--- src/design/tlkv_pkg.sv ---
// ----------------------------------------------------------------------------
// tlkv_pkg: shared types and constants of the tagged key-value table
// Sizes, operation and status codes, and the match result bundle.
// ----------------------------------------------------------------------------
package tlkv_pkg;

   localparam int ENTRIES   = 16;
   localparam int IDX_W     = $clog2(ENTRIES);
   localparam int CNT_W     = $clog2(ENTRIES + 1);
   localparam int KEY_NBYTES = 8;
   localparam int KEY_W     = 64;
   localparam int VAL_W     = 64;
   localparam int TAG_W     = 8;
   localparam int SUFFIX_W  = 3;
   localparam int OP_W      = 2;
   localparam int STATUS_W  = 2;
   localparam int LIMIT_W   = 5;

   localparam logic [OP_W-1:0] OP_INSERT = 2'd0;
   localparam logic [OP_W-1:0] OP_GET    = 2'd1;
   localparam logic [OP_W-1:0] OP_SCAN   = 2'd2;

   localparam logic [STATUS_W-1:0] ST_UPDATED  = 2'd0;
   localparam logic [STATUS_W-1:0] ST_APPENDED = 2'd1;
   localparam logic [STATUS_W-1:0] ST_FULL     = 2'd2;
   localparam logic [STATUS_W-1:0] ST_READ     = 2'd3;

   typedef logic [ENTRIES-1:0][TAG_W-1:0] tag_array_type;
   typedef logic [ENTRIES-1:0][KEY_W-1:0] key_array_type;

   typedef struct packed {
      logic             hit;
      logic [IDX_W-1:0] idx;
   } match_type;

endpackage

--- src/design/tlkv_match.sv ---
// ----------------------------------------------------------------------------
// tlkv_match: parallel tag and key-suffix compare over all held entries
// Returns whether any held entry matches and the lowest matching index.
// ----------------------------------------------------------------------------
module tlkv_match
   import tlkv_pkg::*;
(
   input  tag_array_type       entry_tags,
   input  key_array_type       entry_keys,
   input  logic [CNT_W-1:0]    fill_count,
   input  logic [SUFFIX_W-1:0] suffix_start,
   input  logic [KEY_W-1:0]    key,
   input  logic [TAG_W-1:0]    tag,
   output match_type           match
);

   logic [KEY_W-1:0]   cmp_mask;
   logic [ENTRIES-1:0] hit_vec;

   // Byte 0 is most significant: keep the low (KEY_NBYTES - suffix_start) bytes.
   always_comb begin
      for (int j = 0; j < KEY_NBYTES; j++) begin
         cmp_mask[j*8 +: 8] = (({1'b0, suffix_start} + 4'(j)) < 4'(KEY_NBYTES)) ? 8'hFF : 8'h00;
      end
   end

   always_comb begin
      for (int i = 0; i < ENTRIES; i++) begin
         hit_vec[i] = (CNT_W'(i) < fill_count) && (entry_tags[i] == tag) &&
                      (((entry_keys[i] ^ key) & cmp_mask) == '0);
      end
   end

   // Lowest index wins.
   always_comb begin
      match.hit = |hit_vec;
      match.idx = '0;
      for (int i = ENTRIES - 1; i >= 0; i--) begin
         if (hit_vec[i]) begin
            match.idx = IDX_W'(i);
         end
      end
   end

endmodule

--- src/design/tagged_leaf_kv_store_unit.sv ---
// ----------------------------------------------------------------------------
// tagged_leaf_kv_store_unit: tag-filtered associative key-value table
// Sixteen-entry insert / get / scan table with stream request and response.
// ----------------------------------------------------------------------------
// A request transfer is captured in an input register; from there it is
// compared against all held entries at once and its response is written to
// the response register, so insert, get and unused codes give one response
// each; the next request is taken as that response is written. A scan emits
// min(max(scan_limit,1), entries held) values, one per response, read through the
// single read port, or one empty response if none are held; the input register holds
// the scan request until its last value has been loaded. Back-pressure on the
// response side stalls the unit. An entry matches when its tag is equal and
// the key bytes from byte suffix_start (byte 0 most significant) onward are
// equal; suffix_start runs from 0 to 7, so at least the lowest key byte always
// takes part. Write suffix_start only while the unit is idle. Entries
// are undefined after reset; only entries below the fill count are read, so
// no clearing pass is needed.
// ----------------------------------------------------------------------------
module tagged_leaf_kv_store_unit
   import tlkv_pkg::*;
(
   input  logic                clock,
   input  logic                reset,
   // configuration
   input  logic                csr_write_enable,
   input  logic [SUFFIX_W-1:0] csr_write_data,     // suffix_start
   // request stream
   input  logic                req_tvalid,
   output logic                req_tready,
   input  logic [143:0]        req_tdata,  // key[63:0], value[127:64], tag[135:128],
                                           // scan_limit[140:136], zero fill
   input  logic [OP_W-1:0]     req_tuser,  // operation[1:0]
   // response stream
   output logic                rsp_tvalid,
   input  logic                rsp_tready,
   output logic [71:0]         rsp_tdata,  // result_value[63:0], entry_count[68:64],
                                           // zero fill
   output logic [2:0]          rsp_tuser,  // found[0], status[2:1]
   output logic                rsp_tlast   // last
);

   // configuration register
   logic [SUFFIX_W-1:0] suffix_start_ff;

   // table storage
   tag_array_type              entry_tags_ff;
   key_array_type              entry_keys_ff;
   logic [VAL_W-1:0]           entry_values_ff [ENTRIES];
   logic [CNT_W-1:0]           fill_count_ff, fill_count_in;

   // input register
   logic                       cur_valid_ff;
   logic [OP_W-1:0]            cur_op_ff;
   logic [KEY_W-1:0]           cur_key_ff;
   logic [VAL_W-1:0]           cur_value_ff;
   logic [TAG_W-1:0]           cur_tag_ff;
   logic [LIMIT_W-1:0]         cur_limit_ff;
   logic [IDX_W-1:0]           scan_idx_ff;

   // response register
   logic                       rsp_valid_ff;
   logic [VAL_W-1:0]           rsp_value_ff, rsp_value_in;
   logic                       rsp_found_ff, rsp_found_in;
   logic [STATUS_W-1:0]        rsp_status_ff, rsp_status_in;
   logic [CNT_W-1:0]           rsp_count_ff;
   logic                       rsp_last_ff, rsp_last_in;

   match_type                  match;
   logic                       produce, item_done, req_fire, table_full;
   logic [LIMIT_W-1:0]         limit_eff;
   logic [CNT_W-1:0]           scan_n;
   logic                       scan_last;
   logic [IDX_W-1:0]           rd_idx, wr_idx;
   logic [VAL_W-1:0]           rd_value;
   logic                       wr_value_en, wr_entry_en;

   // ---------------------------------------------------------------------
   // Compare the held request against every entry.
   // ---------------------------------------------------------------------
   tlkv_match u_match (
      .entry_tags   (entry_tags_ff),
      .entry_keys   (entry_keys_ff),
      .fill_count   (fill_count_ff),
      .suffix_start (suffix_start_ff),
      .key          (cur_key_ff),
      .tag          (cur_tag_ff),
      .match        (match)
   );

   // Advance when a request is held and the response register is free or
   // being drained this cycle.
   assign produce    = cur_valid_ff && (!rsp_valid_ff || rsp_tready);
   assign item_done  = produce && rsp_last_in;
   assign req_tready = !cur_valid_ff || item_done;
   assign req_fire   = req_tvalid && req_tready;
   assign table_full = (fill_count_ff == CNT_W'(ENTRIES));

   // Scan length: limit zero counts as one, then saturate at entries held.
   assign limit_eff = (cur_limit_ff == '0) ? LIMIT_W'(1) : cur_limit_ff;
   always_comb begin
      if (CNT_W'(limit_eff) > fill_count_ff) begin
         scan_n = fill_count_ff;
      end else begin
         scan_n = CNT_W'(limit_eff);
      end
   end
   assign scan_last = ((CNT_W'(scan_idx_ff) + CNT_W'(1)) == scan_n);

   // Single read port on the value store: scan position or match index.
   assign rd_idx   = (cur_op_ff == OP_SCAN) ? scan_idx_ff : match.idx;
   assign rd_value = entry_values_ff[rd_idx];

   // ---------------------------------------------------------------------
   // Response and table update for the held request.
   // ---------------------------------------------------------------------
   always_comb begin
      rsp_value_in  = '0;
      rsp_found_in  = 1'b0;
      rsp_status_in = ST_READ;
      rsp_last_in   = 1'b1;
      fill_count_in = fill_count_ff;
      wr_value_en   = 1'b0;
      wr_entry_en   = 1'b0;
      wr_idx        = match.idx;
      case (cur_op_ff)
         OP_INSERT: begin
            if (match.hit) begin
               // overwrite the value of the matching entry
               wr_value_en   = 1'b1;
               rsp_value_in  = cur_value_ff;
               rsp_found_in  = 1'b1;
               rsp_status_in = ST_UPDATED;
            end else if (table_full) begin
               rsp_status_in = ST_FULL;
            end else begin
               // append at the fill position
               wr_idx        = fill_count_ff[IDX_W-1:0];
               wr_value_en   = 1'b1;
               wr_entry_en   = 1'b1;
               fill_count_in = fill_count_ff + CNT_W'(1);
               rsp_value_in  = cur_value_ff;
               rsp_status_in = ST_APPENDED;
            end
         end
         OP_GET: begin
            if (match.hit) begin
               rsp_value_in = rd_value;
               rsp_found_in = 1'b1;
            end
         end
         OP_SCAN: begin
            if (scan_n != '0) begin
               rsp_value_in = rd_value;
               rsp_found_in = 1'b1;
               rsp_last_in  = scan_last;
            end
         end
         default: begin
            // unused code: read-done with nothing found
         end
      endcase
   end

   // ---------------------------------------------------------------------
   // Registers
   // ---------------------------------------------------------------------
   always_ff @(posedge clock) begin
      if (reset) begin
         suffix_start_ff <= '0;
      end else if (csr_write_enable) begin
         suffix_start_ff <= csr_write_data;
      end
   end

   always_ff @(posedge clock) begin
      if (reset) begin
         fill_count_ff <= '0;
      end else if (produce) begin
         fill_count_ff <= fill_count_in;
      end
   end

   // Entry storage has no reset: only entries below the fill count are read.
   always_ff @(posedge clock) begin
      if (produce && wr_value_en) begin
         entry_values_ff[wr_idx] <= cur_value_ff;
      end
      if (produce && wr_entry_en) begin
         entry_tags_ff[wr_idx] <= cur_tag_ff;
         entry_keys_ff[wr_idx] <= cur_key_ff;
      end
   end

   always_ff @(posedge clock) begin
      if (reset) begin
         cur_valid_ff <= 1'b0;
         scan_idx_ff  <= '0;
      end else begin
         if (req_fire) begin
            cur_valid_ff <= 1'b1;
         end else if (item_done) begin
            cur_valid_ff <= 1'b0;
         end
         // step through the table during a scan, rewind when the request retires
         if (item_done) begin
            scan_idx_ff <= '0;
         end else if (produce && (cur_op_ff == OP_SCAN)) begin
            scan_idx_ff <= scan_idx_ff + IDX_W'(1);
         end
      end
   end

   always_ff @(posedge clock) begin
      if (req_fire) begin
         cur_op_ff    <= req_tuser;
         cur_key_ff   <= req_tdata[63:0];
         cur_value_ff <= req_tdata[127:64];
         cur_tag_ff   <= req_tdata[135:128];
         cur_limit_ff <= req_tdata[140:136];
      end
   end

   always_ff @(posedge clock) begin
      if (reset) begin
         rsp_valid_ff <= 1'b0;
      end else if (produce) begin
         rsp_valid_ff <= 1'b1;
      end else if (rsp_tready) begin
         rsp_valid_ff <= 1'b0;
      end
   end

   always_ff @(posedge clock) begin
      if (produce) begin
         rsp_value_ff  <= rsp_value_in;
         rsp_found_ff  <= rsp_found_in;
         rsp_status_ff <= rsp_status_in;
         rsp_count_ff  <= fill_count_in;
         rsp_last_ff   <= rsp_last_in;
      end
   end

   assign rsp_tvalid = rsp_valid_ff;
   assign rsp_tdata  = {3'b000, rsp_count_ff, rsp_value_ff};
   assign rsp_tuser  = {rsp_status_ff, rsp_found_ff};
   assign rsp_tlast  = rsp_last_ff;

endmodule

--- config.mk ---
export PLATFORM = sky130hd
export DESIGN_NAME = tagged_leaf_kv_store_unit
export DESIGN_NICKNAME = d
export VERILOG_FILES = /design/src/design/tlkv_pkg.sv /design/src/design/tlkv_match.sv /design/src/design/tagged_leaf_kv_store_unit.sv
export SDC_FILE = /design/constraint.sdc
export NUM_CORES = 2
export LEC_CHECK = 0
export ABC_AREA = 1
export BUFFER_PORTS_ARGS = -buffer_cell sky130_fd_sc_hd__buf_4
export CORE_AREA = 10 10 440 442
export CTS_BUF_LIST = sky130_fd_sc_hd__clkbuf_16
export CTS_CLUSTER_SIZE = 12
export DETAILED_ROUTE_END_ITERATION = 6
export DIE_AREA = 0 0 450 452
export GPL_TIMING_DRIVEN = 0
export PLACE_DENSITY = 0.7
export SYNTH_ARGS = -nofsm -noshare
export SYNTH_HDL_FRONTEND = slang
export SYNTH_HIERARCHICAL = 1
export SYNTH_SLANG_ARGS = --single-unit
--- constraint.sdc ---
create_clock -name clock -period 19.9 [get_ports clock]
set_input_delay 0.995 -clock clock [delete_from_list [all_inputs] [get_ports clock]]
set_output_delay 0.995 -clock clock [all_outputs]
set_load 0.01 [all_outputs]
==> metrics.md <==
| Metric | Value |
|---|---|
| Status | `complete, but fails checks` |
| Failing checks | `design-rule violations, max-capacitance violations, max-slew violations` |
| Synth Flop Type | `edfxtp_1` |
| Gpl congestion | `0.8739` |
| CP Capture Type | `flip-flop` |
| Port Buffers | `~230` |
| CTS tree | `yes` |
| Clk pin slew, worst setup/hold paths | `60 ps` |
| Core area | `around 180000 um^2` |
| Max-cap viol count | `1` |
| Initial antenna violation count | `4` |
| Syn_area_per_cell | `13.11 um^2` |
| Worst Path Max Fanout | `25` |
| Fin Clk Skew | `just under 70 ps` |
| Post-synth top area share | `72.59%` |
| Critical Path Max Stage Delay | `970 ps` |
| Setup Buffers After CTS | `0` |
| I/O pins | `232` |
| Hold Fails Final Rpt | `0` |
| Worst Hold End | `cur_key_ff[40]` |
| Reg-to-reg endpoint | `entry_keys_ff[703]` |
| Post-Route WL | `~280000 um` |
| Sum Neg Setup Slack | `0 ps` |
| DRT Pass-1 Iters | `7` |
| CP Launch Point | `cur_key_ff[35]` |
| Worst Path Class, Setup | `reg -> reg` |
| Post-cts sizing count | `0` |
| Tot Pwr | `~10000 uW` |
| Fin crit period | `about 7700 ps` |
| Seq/Total Area, Yosys | `between 70 and 80%` |
| Synth area leader | `edfxtp_1` |
| RSZ-0062 raised after global routing | `no` |
| CTS root buffer | `clkbuf_16` |
| DR WL/cell | `between 20 and 30 um` |
| Max VDD drop | `0.08001 mV` |
| Placed cells | `10351` |
| Worst skew pair latency | `910 ps` |
| Rel. slew slack | `-1.591%` |
| Post-route ant nets | `0` |
| Lkg Pwr | `between 0.03 and 0.04 uW` |
| Period Utilization, post-route | `38.82%` |
| Most frequent cells in the layout | `edfxtp_1 (2392), nand2_1 (1829), nand3_1 (998)` |
| CTS Sinks | `2406` |
| Grt total ovfl | `0` |
| Synthesis-stage register bit count | `2406` |
| Wire length of the first global-routing pass | `401400 um` |
| Hold_sp | `req_tdata[40]` |
| Levels on crit path | `21` |
| FF-to-FF path depth | `21` |
| Hold Worst Slack | `approximately 270 ps` |
| Max-slew violation count | `11` |
| Drt initial violations | `7892` |
| Crit-path cells | `clkinv_1 > nand2_1 > o21ai_0 > a221oi_1 > nand3_1 > o21ai_0 > nand3_1 > nor3_1 > nand3_1 > and2_1 > nand2_1 > nor2_1 > nand2_1 > inv_1 > nand2_1 > nor2_2 > nand2_1 > clkbuf_1 > nor2_4 > buf_12 > buf_12` |
| Buf+Inv Stages, Crit Path | `5` |
| Worst hold path class | `in -> reg` |
| Chip Width | `450 um` |
| Post-synth ARST share | `0%` |
| Cell mode on critical path | `nand2_1` |
| DR vias/cell | `5.916` |
| Crit-path leading delay family | `simple AND/OR/NAND/NOR gates` |
| Hold buffers post-CTS | `0` |
| R2R Path Start | `cur_key_ff[35]` |
| DP Wirelength | `183700 um` |
| Top cells by area, synth | `edfxtp_1 (73%), nand2_1 (6.9%), nand3_1 (5.0%)` |
| Netlist Area Pre-Place | `98960 um^2` |
| Tot GR Track Use | `26.36%` |
| # DRC | `4` |
| Vias | `approximately 64000` |
| Vias in the first global route | `61840` |
| Die area | `about 200000 um^2` |
| Layout Cells excl Fill | `roughly 11000` |
| Number of synthesized flops with an enable pin | `2392` |
| Req. time, crit path | `20500 ps` |
| Critical path's slowest cell | `clkbuf_1` |
| Final net count | `8271` |
| Pwr dens | `approximately 90 nW/um^2` |
| FILL cells | `between 10000 and 15000` |
| Most common cell after layout, fill and taps aside | `edfxtp_1` |
| Critical Path Source Type | `flip-flop` |
| Synth warnings | `6` |
| Synthesis-to-layout area growth | `14.18%` |
| Die height | `approximately 450 um` |
| H-tree Lvls | `4` |
| CTS Buf Count | `236` |
| Max Freq | `around 130 MHz` |
| Setup violators final | `0` |
| Max Root-Sink Buffers | `3` |
| Crit path DAT | `8320 ps` |
| Pin count of the biggest net entering global routing | `56` |
| Num rows | `158` |
| Hold Crit Depth | `1` |
| Reg2reg setup slack | `around 12000 ps` |
| Worst slew pin tran | `roughly 1500 ps` |
| Share of cells above drive strength 1 | `12.13%` |
| Syn Inst Count | `~7600` |
| Count of cell types in the netlist | `55` |
| Starting Density | `53.59%` |
==> layer usage <==
metal  GRT usage (%)  vias up  share of wire (%)  routed length, um
met5               0        -             0.0091                 25
met4           13.34        4                5.6              15580
met3           4.755      716                 10              27500
met2           42.50     3604                 47             130400
met1           34.49    31237                 37             102600
li1                -    28000                  -                  -
==> how the worst max path moves through the flow <==
stage / endpoint
finish: entry_keys_ff[703]
global route: entry_keys_ff[698]
CTS: entry_keys_ff[701]
detailed placement: entry_keys_ff[684]
global placement: cur_key_ff[63]
floorplan: cur_key_ff[0]
==> Yosys cell counts (22+ instances only) <==
cell type     n
a21oi_1      48
inv_1       192
nand2_1    1829
buf_2       260
o22ai_1      60
a221oi_1     44
xnor2_1     500
edfxtp_1   2392
or2_2        60
nand3_1     998
nor4_1       82
a22o_1       22
nor3_1       34
xor2_1      297
o21ai_1      68
o21ai_0     113
clkbuf_1     80
nand4_1      69
nor2_1      194
==> logic make-up after synthesis <==
kind of cell               after synthesis  synth area share (%)
buffers and inverters                  603                 2.698
and+or+nand+nor                       3288                 14.39
xor gates and xnor gates               797                 7.054
other                                    1              0.003790
adders and majority gates                8                0.1012
DFF                                   2406                 72.87
AOI/OAI and AO/OA                      447                 2.887
==> state kept, by name, indices dropped and copies added (netlist names) <==
register,count
cur_key_ff,64
cur_limit_ff,5
cur_op_ff,2
cur_tag_ff,8
cur_valid_ff,1
cur_value_ff,64
entry_keys_ff,1024
entry_tags_ff,128
entry_values_ff,1024
fill_count_ff,5
rsp_count_ff,5
rsp_found_ff,1
rsp_status_ff,2
rsp_tlast,1
rsp_tvalid,1
rsp_value_ff,64
scan_idx_ff,4
suffix_start_ff,3
==> stage by stage <==
step	cell area, um^2	util, %	setup slack, ps
final	113000	61.19	12170
after global routing	113000	61.19	11950
after CTS	113000	61.19	12210
after detailed placement	106000	57.41	12270
after global placement	103800	56.19	960.9
after floorplan	98960	-	9351
==> power breakdown <==
part	total (uW)	leakage (uW)	internal (uW)	switching, uW
sequential	5760	0.0218	5650	117
combinational	504	0.0140	176	329
clock	4090	0.00368	2220	1870
==> area by class of cell <==
class / count / area [um^2] / area share [%]
inverters: 220 / 830.8 / 0.7353
plain buffers: 383 / 1843 / 1.631
well taps: 2480 / 3103 / 2.746
diodes: 5 / 12.51 / 0.01107
clock buffers: 236 / 5906 / 5.227
multi-input cells: 4543 / 24440 / 21.63
repair buffers: 319 / 3684 / 3.260
clock inverters: 152 / 1064 / 0.9413
flip-flops and latches: 2406 / 72110 / 63.82
No activity file was read; power rests on OpenSTA's default activity.
